**src/rtl/core/msb_first_bit_packer_macros.svh**
```systemverilog
// Assertion macros for the MSB-first bit packer.
// Files that assert include this header; defining SYNTH turns the macros into nothing.
`ifndef MSB_FIRST_BIT_PACKER_MACROS_SVH
`define MSB_FIRST_BIT_PACKER_MACROS_SVH

`ifndef SYNTH
`define MFBP_ASSERT_IMP(lbl, clk, rstn, ante, cons) \
    lbl: assert property (@(posedge clk) disable iff (!rstn) (ante) |-> (cons)) \
        else $error("mfbp assertion failed");
`define MFBP_ASSERT_NXT(lbl, clk, rstn, ante, cons) \
    lbl: assert property (@(posedge clk) disable iff (!rstn) (ante) |=> (cons)) \
        else $error("mfbp assertion failed");
`else
`define MFBP_ASSERT_IMP(lbl, clk, rstn, ante, cons)
`define MFBP_ASSERT_NXT(lbl, clk, rstn, ante, cons)
`endif

`endif

```
**src/rtl/core/mfbp_pkg.sv**
```systemverilog
// Shared types and constants of the MSB-first bit packer.
// Used by mfbp_align and msb_first_bit_packer; depends on nothing.
package mfbp_pkg;

    localparam int FIELD_MAX_W = 64;
    localparam int WIDTH_W     = 7;
    localparam int BITS_W      = 19;
    localparam int CAP_W       = 16;
    localparam int WORD_W      = 72;
    localparam int CNT_W       = 4;
    localparam int IN_DATA_W   = 72;
    localparam int OUT_DATA_W  = 32;

    typedef enum logic [1:0] {
        ST_IDLE,
        ST_LOAD,
        ST_EMIT
    } state_t;

    typedef struct packed {
        logic [WORD_W-1:0] word;
        logic [CNT_W-1:0]  nbytes;
        logic [CNT_W-1:0]  nres;
    } align_t;

endpackage

```
**src/rtl/core/mfbp_align.sv**
```systemverilog
// Shift unit of the MSB-first bit packer: places a field behind the partial byte.
// Depends on mfbp_pkg for widths and the align_t result type.
module mfbp_align
(
    input  logic [mfbp_pkg::FIELD_MAX_W-1:0] value,
    input  logic [mfbp_pkg::WIDTH_W-1:0]     width,
    input  logic [2:0]                       fill,
    input  logic [7:0]                       pending,
    input  logic                             finish,
    input  logic                             reject,
    output mfbp_pkg::align_t                 result
);

    logic [mfbp_pkg::WIDTH_W-1:0]     lshift;
    logic [mfbp_pkg::FIELD_MAX_W-1:0] aligned;
    logic [mfbp_pkg::WORD_W-1:0]      placed;
    logic [mfbp_pkg::WIDTH_W-1:0]     tot;
    logic [mfbp_pkg::CNT_W-1:0]       nbytes;
    logic                             tail;

    always_comb
    begin
        lshift  = mfbp_pkg::WIDTH_W'(mfbp_pkg::FIELD_MAX_W) - width;
        aligned = value << lshift;
        placed  = {aligned, 8'h00} >> fill;
        tot     = {4'b0000, fill} + width;
        tail    = finish && (tot[2:0] != 3'd0);
        nbytes  = tot[6:3] + {3'b000, tail};

        result.word = {pending, 64'h0} | placed;
        if (reject)
        begin
            result.nbytes = '0;
            result.nres   = mfbp_pkg::CNT_W'(1);
        end
        else
        begin
            result.nbytes = nbytes;
            result.nres   = (nbytes == '0) ? mfbp_pkg::CNT_W'(1) : nbytes;
        end
    end

endmodule

```
**src/rtl/core/msb_first_bit_packer.sv**
```systemverilog
// MSB-first bit packer. Each input transaction appends the low field-width bits of a 64-bit
// value, most significant first, to the current message and streams out every byte that
// completes, one output transaction per byte, or one empty transaction if none completes.
// An item that would take the message past min(capacity, MAX_MSG_BYTES) bytes, or whose field
// width exceeds 64, is rejected with status 1 and changes nothing. tlast on the input closes the
// message, flushing the zero-padded partial byte. An item gives n results (one to nine): it is
// accepted in ST_IDLE, aligned in ST_LOAD, then emitted in ST_EMIT at one output transaction
// per cycle through the output register while m_tready allows. The input is not ready
// while an item is being emitted. Depends on mfbp_pkg, mfbp_align and the macros header.
`include "msb_first_bit_packer_macros.svh"

module msb_first_bit_packer
#(
    parameter int MAX_MSG_BYTES = 65535
)
(
    input  logic                             clk,
    input  logic                             rst_n,
    // tdata: field_value[63:0], field_width[70:64], zero pad[71].
    input  logic [mfbp_pkg::IN_DATA_W-1:0]   s_tdata,
    input  logic                             s_tlast,
    input  logic                             s_tvalid,
    output logic                             s_tready,
    // tdata: byte_valid[0], out_byte[8:1], end_of_message[9], status[10],
    // message_bits[29:11], zero pad[31:30].
    output logic [mfbp_pkg::OUT_DATA_W-1:0]  m_tdata,
    output logic                             m_tlast,
    output logic                             m_tvalid,
    input  logic                             m_tready,
    input  logic [mfbp_pkg::CAP_W-1:0]       cfg_data,
    input  logic                             cfg_valid,
    output logic                             cfg_ready
);

    localparam logic [19:0] MAX_LIMIT = 20'(MAX_MSG_BYTES);

    mfbp_pkg::state_t state_reg, state_next;

    logic [mfbp_pkg::CAP_W-1:0]       capacity_reg;
    logic [mfbp_pkg::BITS_W-1:0]      bit_total_reg, bit_total_next;
    logic [7:0]                       pending_reg, pending_next;
    logic [mfbp_pkg::CNT_W-1:0]       idx_reg, idx_next;
    logic                             m_tvalid_reg, m_tvalid_next;

    logic [mfbp_pkg::FIELD_MAX_W-1:0] value_reg;
    logic [mfbp_pkg::WIDTH_W-1:0]     width_reg;
    logic                             finish_reg;
    logic                             reject_reg;
    logic [mfbp_pkg::WORD_W-1:0]      word_reg, word_next;
    logic [mfbp_pkg::CNT_W-1:0]       nbytes_reg;
    logic [mfbp_pkg::CNT_W-1:0]       nres_reg;
    logic [mfbp_pkg::BITS_W-1:0]      msgbits_reg;
    logic [mfbp_pkg::OUT_DATA_W-1:0]  m_tdata_reg, m_tdata_next;
    logic                             m_tlast_reg, m_tlast_next;

    logic                             in_take;
    logic [19:0]                      limit;
    logic [19:0]                      sum;
    logic                             reject_now;
    logic [mfbp_pkg::BITS_W-1:0]      appended;
    mfbp_pkg::align_t                 align_res;

    logic                             load_out;
    logic                             final_res;
    logic                             is_byte;
    logic [7:0]                       res_byte;
    logic                             res_eom;

    assign s_tready  = (state_reg == mfbp_pkg::ST_IDLE);
    assign cfg_ready = 1'b1;
    assign in_take   = s_tvalid && s_tready;
    assign m_tvalid  = m_tvalid_reg;
    assign m_tdata   = m_tdata_reg;
    assign m_tlast   = m_tlast_reg;

    always_comb
    begin
        limit = ({4'h0, capacity_reg} < MAX_LIMIT) ? {4'h0, capacity_reg} : MAX_LIMIT;
        sum   = {1'b0, bit_total_reg} + 20'(s_tdata[70:64]) + 20'd7;
        reject_now = (s_tdata[70:64] > 7'(mfbp_pkg::FIELD_MAX_W))
                     || ({3'b000, sum[19:3]} > limit);
        appended = bit_total_reg + mfbp_pkg::BITS_W'(width_reg);
    end

    mfbp_align u_align
    (
        .value   (value_reg),
        .width   (width_reg),
        .fill    (bit_total_reg[2:0]),
        .pending (pending_reg),
        .finish  (finish_reg),
        .reject  (reject_reg),
        .result  (align_res)
    );

    always_comb
    begin
        state_next = state_reg;
        unique case (state_reg)
            mfbp_pkg::ST_IDLE:
            begin
                if (in_take)
                begin
                    state_next = mfbp_pkg::ST_LOAD;
                end
            end
            mfbp_pkg::ST_LOAD:
            begin
                state_next = mfbp_pkg::ST_EMIT;
            end
            mfbp_pkg::ST_EMIT:
            begin
                if (load_out && final_res)
                begin
                    state_next = mfbp_pkg::ST_IDLE;
                end
            end
            default:
            begin
                state_next = mfbp_pkg::ST_IDLE;
            end
        endcase
    end

    always_comb
    begin
        load_out  = (state_reg == mfbp_pkg::ST_EMIT) && (!m_tvalid_reg || m_tready);
        final_res = (idx_reg == nres_reg - mfbp_pkg::CNT_W'(1));
        is_byte   = (idx_reg < nbytes_reg);
        res_byte  = is_byte ? word_reg[71:64] : 8'h00;
        res_eom   = finish_reg && !reject_reg && final_res;

        m_tvalid_next  = m_tvalid_reg;
        m_tdata_next   = m_tdata_reg;
        m_tlast_next   = m_tlast_reg;
        idx_next       = idx_reg;
        word_next      = word_reg;
        pending_next   = pending_reg;
        bit_total_next = bit_total_reg;

        if (m_tvalid_reg && m_tready)
        begin
            m_tvalid_next = 1'b0;
        end

        if (state_reg == mfbp_pkg::ST_LOAD)
        begin
            idx_next  = '0;
            word_next = align_res.word;
            if (!reject_reg)
            begin
                bit_total_next = finish_reg ? '0 : appended;
            end
        end

        if (load_out)
        begin
            m_tvalid_next = 1'b1;
            m_tlast_next  = final_res;
            m_tdata_next  = {2'b00, msgbits_reg, reject_reg, res_eom, res_byte, is_byte};
            idx_next      = idx_reg + mfbp_pkg::CNT_W'(1);
            if (is_byte)
            begin
                word_next = {word_reg[63:0], 8'h00};
            end
            if (final_res && !reject_reg)
            begin
                if (finish_reg)
                begin
                    pending_next = 8'h00;
                end
                else
                begin
                    pending_next = is_byte ? word_reg[63:56] : word_reg[71:64];
                end
            end
        end
    end

    always_ff @(posedge clk or negedge rst_n)
    begin
        if (!rst_n)
        begin
            state_reg     <= mfbp_pkg::ST_IDLE;
            capacity_reg  <= 16'hFFFF;
            bit_total_reg <= '0;
            pending_reg   <= 8'h00;
            idx_reg       <= '0;
            m_tvalid_reg  <= 1'b0;
        end
        else
        begin
            state_reg     <= state_next;
            bit_total_reg <= bit_total_next;
            pending_reg   <= pending_next;
            idx_reg       <= idx_next;
            m_tvalid_reg  <= m_tvalid_next;
            if (cfg_valid && cfg_ready)
            begin
                capacity_reg <= cfg_data;
            end
        end
    end

    always_ff @(posedge clk)
    begin
        word_reg    <= word_next;
        m_tdata_reg <= m_tdata_next;
        m_tlast_reg <= m_tlast_next;
        if (in_take)
        begin
            value_reg  <= s_tdata[63:0];
            width_reg  <= s_tdata[70:64];
            finish_reg <= s_tlast;
            reject_reg <= reject_now;
        end
        if (state_reg == mfbp_pkg::ST_LOAD)
        begin
            nbytes_reg  <= align_res.nbytes;
            nres_reg    <= align_res.nres;
            msgbits_reg <= reject_reg ? bit_total_reg : appended;
        end
    end

    `MFBP_ASSERT_NXT(a_take_loads, clk, rst_n, in_take, state_reg == mfbp_pkg::ST_LOAD)
    `MFBP_ASSERT_IMP(a_idx_bound, clk, rst_n, state_reg == mfbp_pkg::ST_EMIT, idx_reg < nres_reg)
    `MFBP_ASSERT_NXT(a_reject_keeps, clk, rst_n, state_reg == mfbp_pkg::ST_LOAD && reject_reg, $stable(bit_total_reg))
    `MFBP_ASSERT_NXT(a_final_tlast, clk, rst_n, load_out && final_res, m_tvalid && m_tlast && state_reg == mfbp_pkg::ST_IDLE)

endmodule

```
**config.mk**
```make
export PLATFORM = sky130hd
export DESIGN_NAME = msb_first_bit_packer
export DESIGN_NICKNAME = d
export VERILOG_FILES = /design/src/rtl/core/mfbp_pkg.sv /design/src/rtl/core/mfbp_align.sv /design/src/rtl/core/msb_first_bit_packer.sv
export VERILOG_INCLUDE_DIRS = /design/src /design/src/rtl/core
export SDC_FILE = /design/constraint.sdc
export NUM_CORES = 1
export LEC_CHECK = 0
export ABC_AREA = 1
export BUFFER_PORTS_ARGS = -buffer_cell sky130_fd_sc_hd__buf_2
export CORE_ASPECT_RATIO = 0.8
export CORE_MARGIN = 8
export CORE_UTILIZATION = 28
export DETAILED_ROUTE_END_ITERATION = 10
export GPL_TIMING_DRIVEN = 0
export PLACE_DENSITY = 0.5
export SLEW_MARGIN = 0
export SYNTH_ARGS = -nofsm -noshare
export SYNTH_HDL_FRONTEND = slang
export SYNTH_HIERARCHICAL = 1
export SYNTH_SLANG_ARGS = --single-unit
```
**constraint.sdc**
```tcl
create_clock -name clk -period 8.4 [get_ports clk]
set_input_delay 1.68 -clock clk [delete_from_list [all_inputs] [get_ports clk]]
set_output_delay 1.68 -clock clk [all_outputs]
set_load 0.02 [all_outputs]
```
==> out/qor.txt <==
======================================================================================
Outcome                                                                   finished, final reports clean
Max H-tree Level                                                                     1
Num Clock Sinks                                                                    253
Share of synthesized area occupied by flip-flops and latches                     37.7%
Count of port buffers added during placement                                       125
Post-detail-place hpwl                                                        57500 µm
Leakage Power                                                                  9.21 nW
Residual DRC count                                                                   0
Share of the synthesized area in the top cell type                               22.3%
Horizontal extent of the die                                                    297 µm
Initial antenna violation count                                                      1
Actual transition at the worst max-transition pin                              1.26 ns
Number of warnings printed during yosys synthesis                                    6
Total wire length after detailed routing                                      71000 µm
End point of the most critical hold path                                   m_tdata[15]
Final Hold Fails                                                                     0
Setup skew after layout                                                      0.0250 ns
Multi-input gate area                                                      0.00962 mm²
Leading cell types by count after synthesis                               817 x nand2_1, 661 x nand3_1, 131 x edfxtp_1, 131 x nor2_1, 111 x inv_1
Total GRT Usage                                                                  19.6%
First-pass GRT wire length                                                   109000 µm
Top_reg_cell synth                                                            edfxtp_1
Synth-to-layout area growth                                                      15.3%
Number of flops mapped to enable cells by yosys                                    131
Register-to-register setup slack                                               3.89 ns
Area contributors post-synth                                              edfxtp_1 22%, nand3_1 19%, nand2_1 17%
Synthesized area per cell                                                     6.96 µm²
Largest net degree at the start of global routing                                   51
Setup TNS after final layout                                                      0 ns
Cell with the most instances on the worst path                                 nand2_1
Worst EP required                                                              8.86 ns
Number of core rows                                                                 82
Cells along the critical path                                             buf_6 > inv_4 > buf_4 > buf_2 > ha_1 > inv_2 > clkbuf_1 > nand3_1 > nand3_1 > nand2_1 > o21ai_1 > nand2_1 > nand3_1 > nand3_1 > nand3_1 > nand2_1 > nand2_1 > nand2_1 > nand2_1 > a31oi_1
Number of fill cells                                                              6886
Worst Hold Class                                                          flop to flop
Layout net count                                                                  2841
Sequential cell area                                                       0.00665 mm²
Largest register FFs                                                                72
Reg-to-reg startpoint                                                     width_reg[0]
Worst min-delay path startpoint                                           msgbits_reg[4]
PD cells                                                                    377 mW/mm²
Overall power of the completed layout                                          7.67 mW
Sort of element at the start of the critical path                                 flop
Final setup violation count                                                          0
DRT iter0 DRCs                                                                    1900
Number of iterations in the first detailed-routing pass                              6
Final critical-path share of the clock period                                    53.7%
Slew headroom                                                                    15.8%
Detailed-route wire length per cell                                            19.9 µm
Height of the chip                                                              240 µm
Dominant cell type by area after synthesis                                    edfxtp_1
IO Count                                                                           130
Final Util                                                                       32.5%
Layout Cells excl Fill                                                            3562
CTS max path bufs                                                                    3
Starting utilization of the core area                                            28.2%
Number of distinct standard cells referenced by the synthesized netlist             54
Post-DRT Antenna Nets                                                                0
Floorplan die area                                                          0.0713 mm²
Root buffer selected by CTS                                                  clkbuf_16
Count of cells along the worst register-to-register path                            20
Worst voltage drop across the vdd grid                                        0.143 mV
TritonCTS clock tree                                                              done
Worst setup path category                                                 flop to flop
Highest fanout seen on the critical path                                            10
Reg2Reg Capture Point                                                     word_reg[56]
Fraction of final layout cells sized beyond drive strength 1                     12.0%
Largest stage delay, worst path                                                0.58 ns
Most frequent cell after synthesis                                             nand2_1
Gates resized, CTS repair                                                            0
Worst EP arrival                                                               4.96 ns
Overflow after GRT                                                                   0
Total core area                                                             0.0625 mm²
Worst hold slack                                                              0.422 ns
Clock buffers created by TritonCTS                                                  30
Unrepaired setup endpoints after global routing                                  false
Fraction of synthesis flops using an asynchronous set or reset pin               19.8%
Minimum clock period after layout                                              4.51 ns
Average via count per standard cell                                               5.17
Final antenna diode count                                                            0
Number of hold buffers added after CTS                                               0
RePlAce Congestion                                                               0.967
Vias in the first global route                                                   18300
Clock slew at reported path FFs                                                0.06 ns
Hold Crit Depth                                                                      0
Library cell contributing the largest single delay on the critical path       clkbuf_1
Gate Count Post-Synth                                                             2535
Latest clock arrival within the worst-skew pair                                0.60 ns
Max-cap viol count                                                                   0
Critical Path End Type                                                            flop
Synthesized flop and latch total                                                   253
FMAX                                                                           222 MHz
Number of vias after detailed routing                                            18400
Post-synthesis cell area                                                    0.0176 mm²
Max-slew violation count                                                             0
Number of setup buffers added after CTS                                              0
Dpl cells                                                                         3507
======================================================================================
## critical path: cells and delay by family (launching register included)
kind / cells / cell delay [ns]
buffers and inverters: 6 / 1.55
adders and majority gates: 1 / 0.31
DFF: 1 / 0.45
and+or+nand+nor: 11 / 1.57
AOI/OAI and AO/OA: 2 / 0.47
## worst max-delay path by stage
stage | from | cells after the start | endpoint
floorplan | s_tvalid | 1 | finish_reg
global placement | s_tvalid | 2 | value_reg[59]
detailed placement | s_tdata[68] | 25 | reject_reg
CTS | width_reg[0] | 20 | word_reg[54]
global route | s_tdata[70] | 25 | reject_reg
finish | width_reg[0] | 20 | word_reg[56]
## layer usage
metal	global-route usage [%]	part of all wire, %	vias up	wire length (µm)
met5	1.53	0.22	-	155
li1	-	-	8940	-
met4	3.49	1.8	6	1250
met1	28.5	47	8690	33600
met2	28.9	41	712	29300
met3	5.41	9.4	80	6650
## logic make-up (layout without fill, tap and decap cells)
kind of cell | count (synthesis) | after routing | synth area share (%)
mux | 1 | 1 | 0.0638
buf+inv | 293 | 479 | 7.84
xor+xnor | 32 | 32 | 1.70
fa+ha+maj | 48 | 48 | 3.49
other cells | 3 | 4 | 0.0638
simple gates | 1684 | 1684 | 42.0
compound gates | 221 | 221 | 7.19
flops | 253 | 253 | 37.7
## cell usage in the layout, fill, tap and decap left out, drive strengths merged, types with 29 or more instances in the layout
cell type	instances
nand2	826
nand3	663
buf	245
nor2	139
edfxtp	131
inv	128
o21ai	107
clkbuf	94
dfxtp	72
a31oi	70
ha	46
dfrtp	34
nand4	29
## area by class of cell
cell class	instances	share of cell area (%)
multi-input combinational	1990	47.3
buffer	165	4.41
timing repair buffer	131	3.41
tap	840	5.17
sequential	253	32.7
clock inverter	12	0.388
inverter	128	2.40
clock buffer	43	4.25
## stage by stage
step           cell area, µm²  worst slack (ns)
2_1_floorplan           17600             0.844
5_1_grt                 20300              3.69
6_report                20300              3.89
3_3_place_gp            19300             -1.76
4_1_cts                 20300              4.06
3_5_place_dp            19400              3.44
## power breakdown
| part | total (mW) | internal, mW | switching [mW] |
|---|---|---|---|
| clock | 1.24 | 0.714 | 0.529 |
| combinational | 4.42 | 1.29 | 3.13 |
| sequential | 2.00 | 1.77 | 0.237 |
| total | 7.67 | 3.78 | 3.90 |
Note: power is estimated with default switching activity, not from simulation.
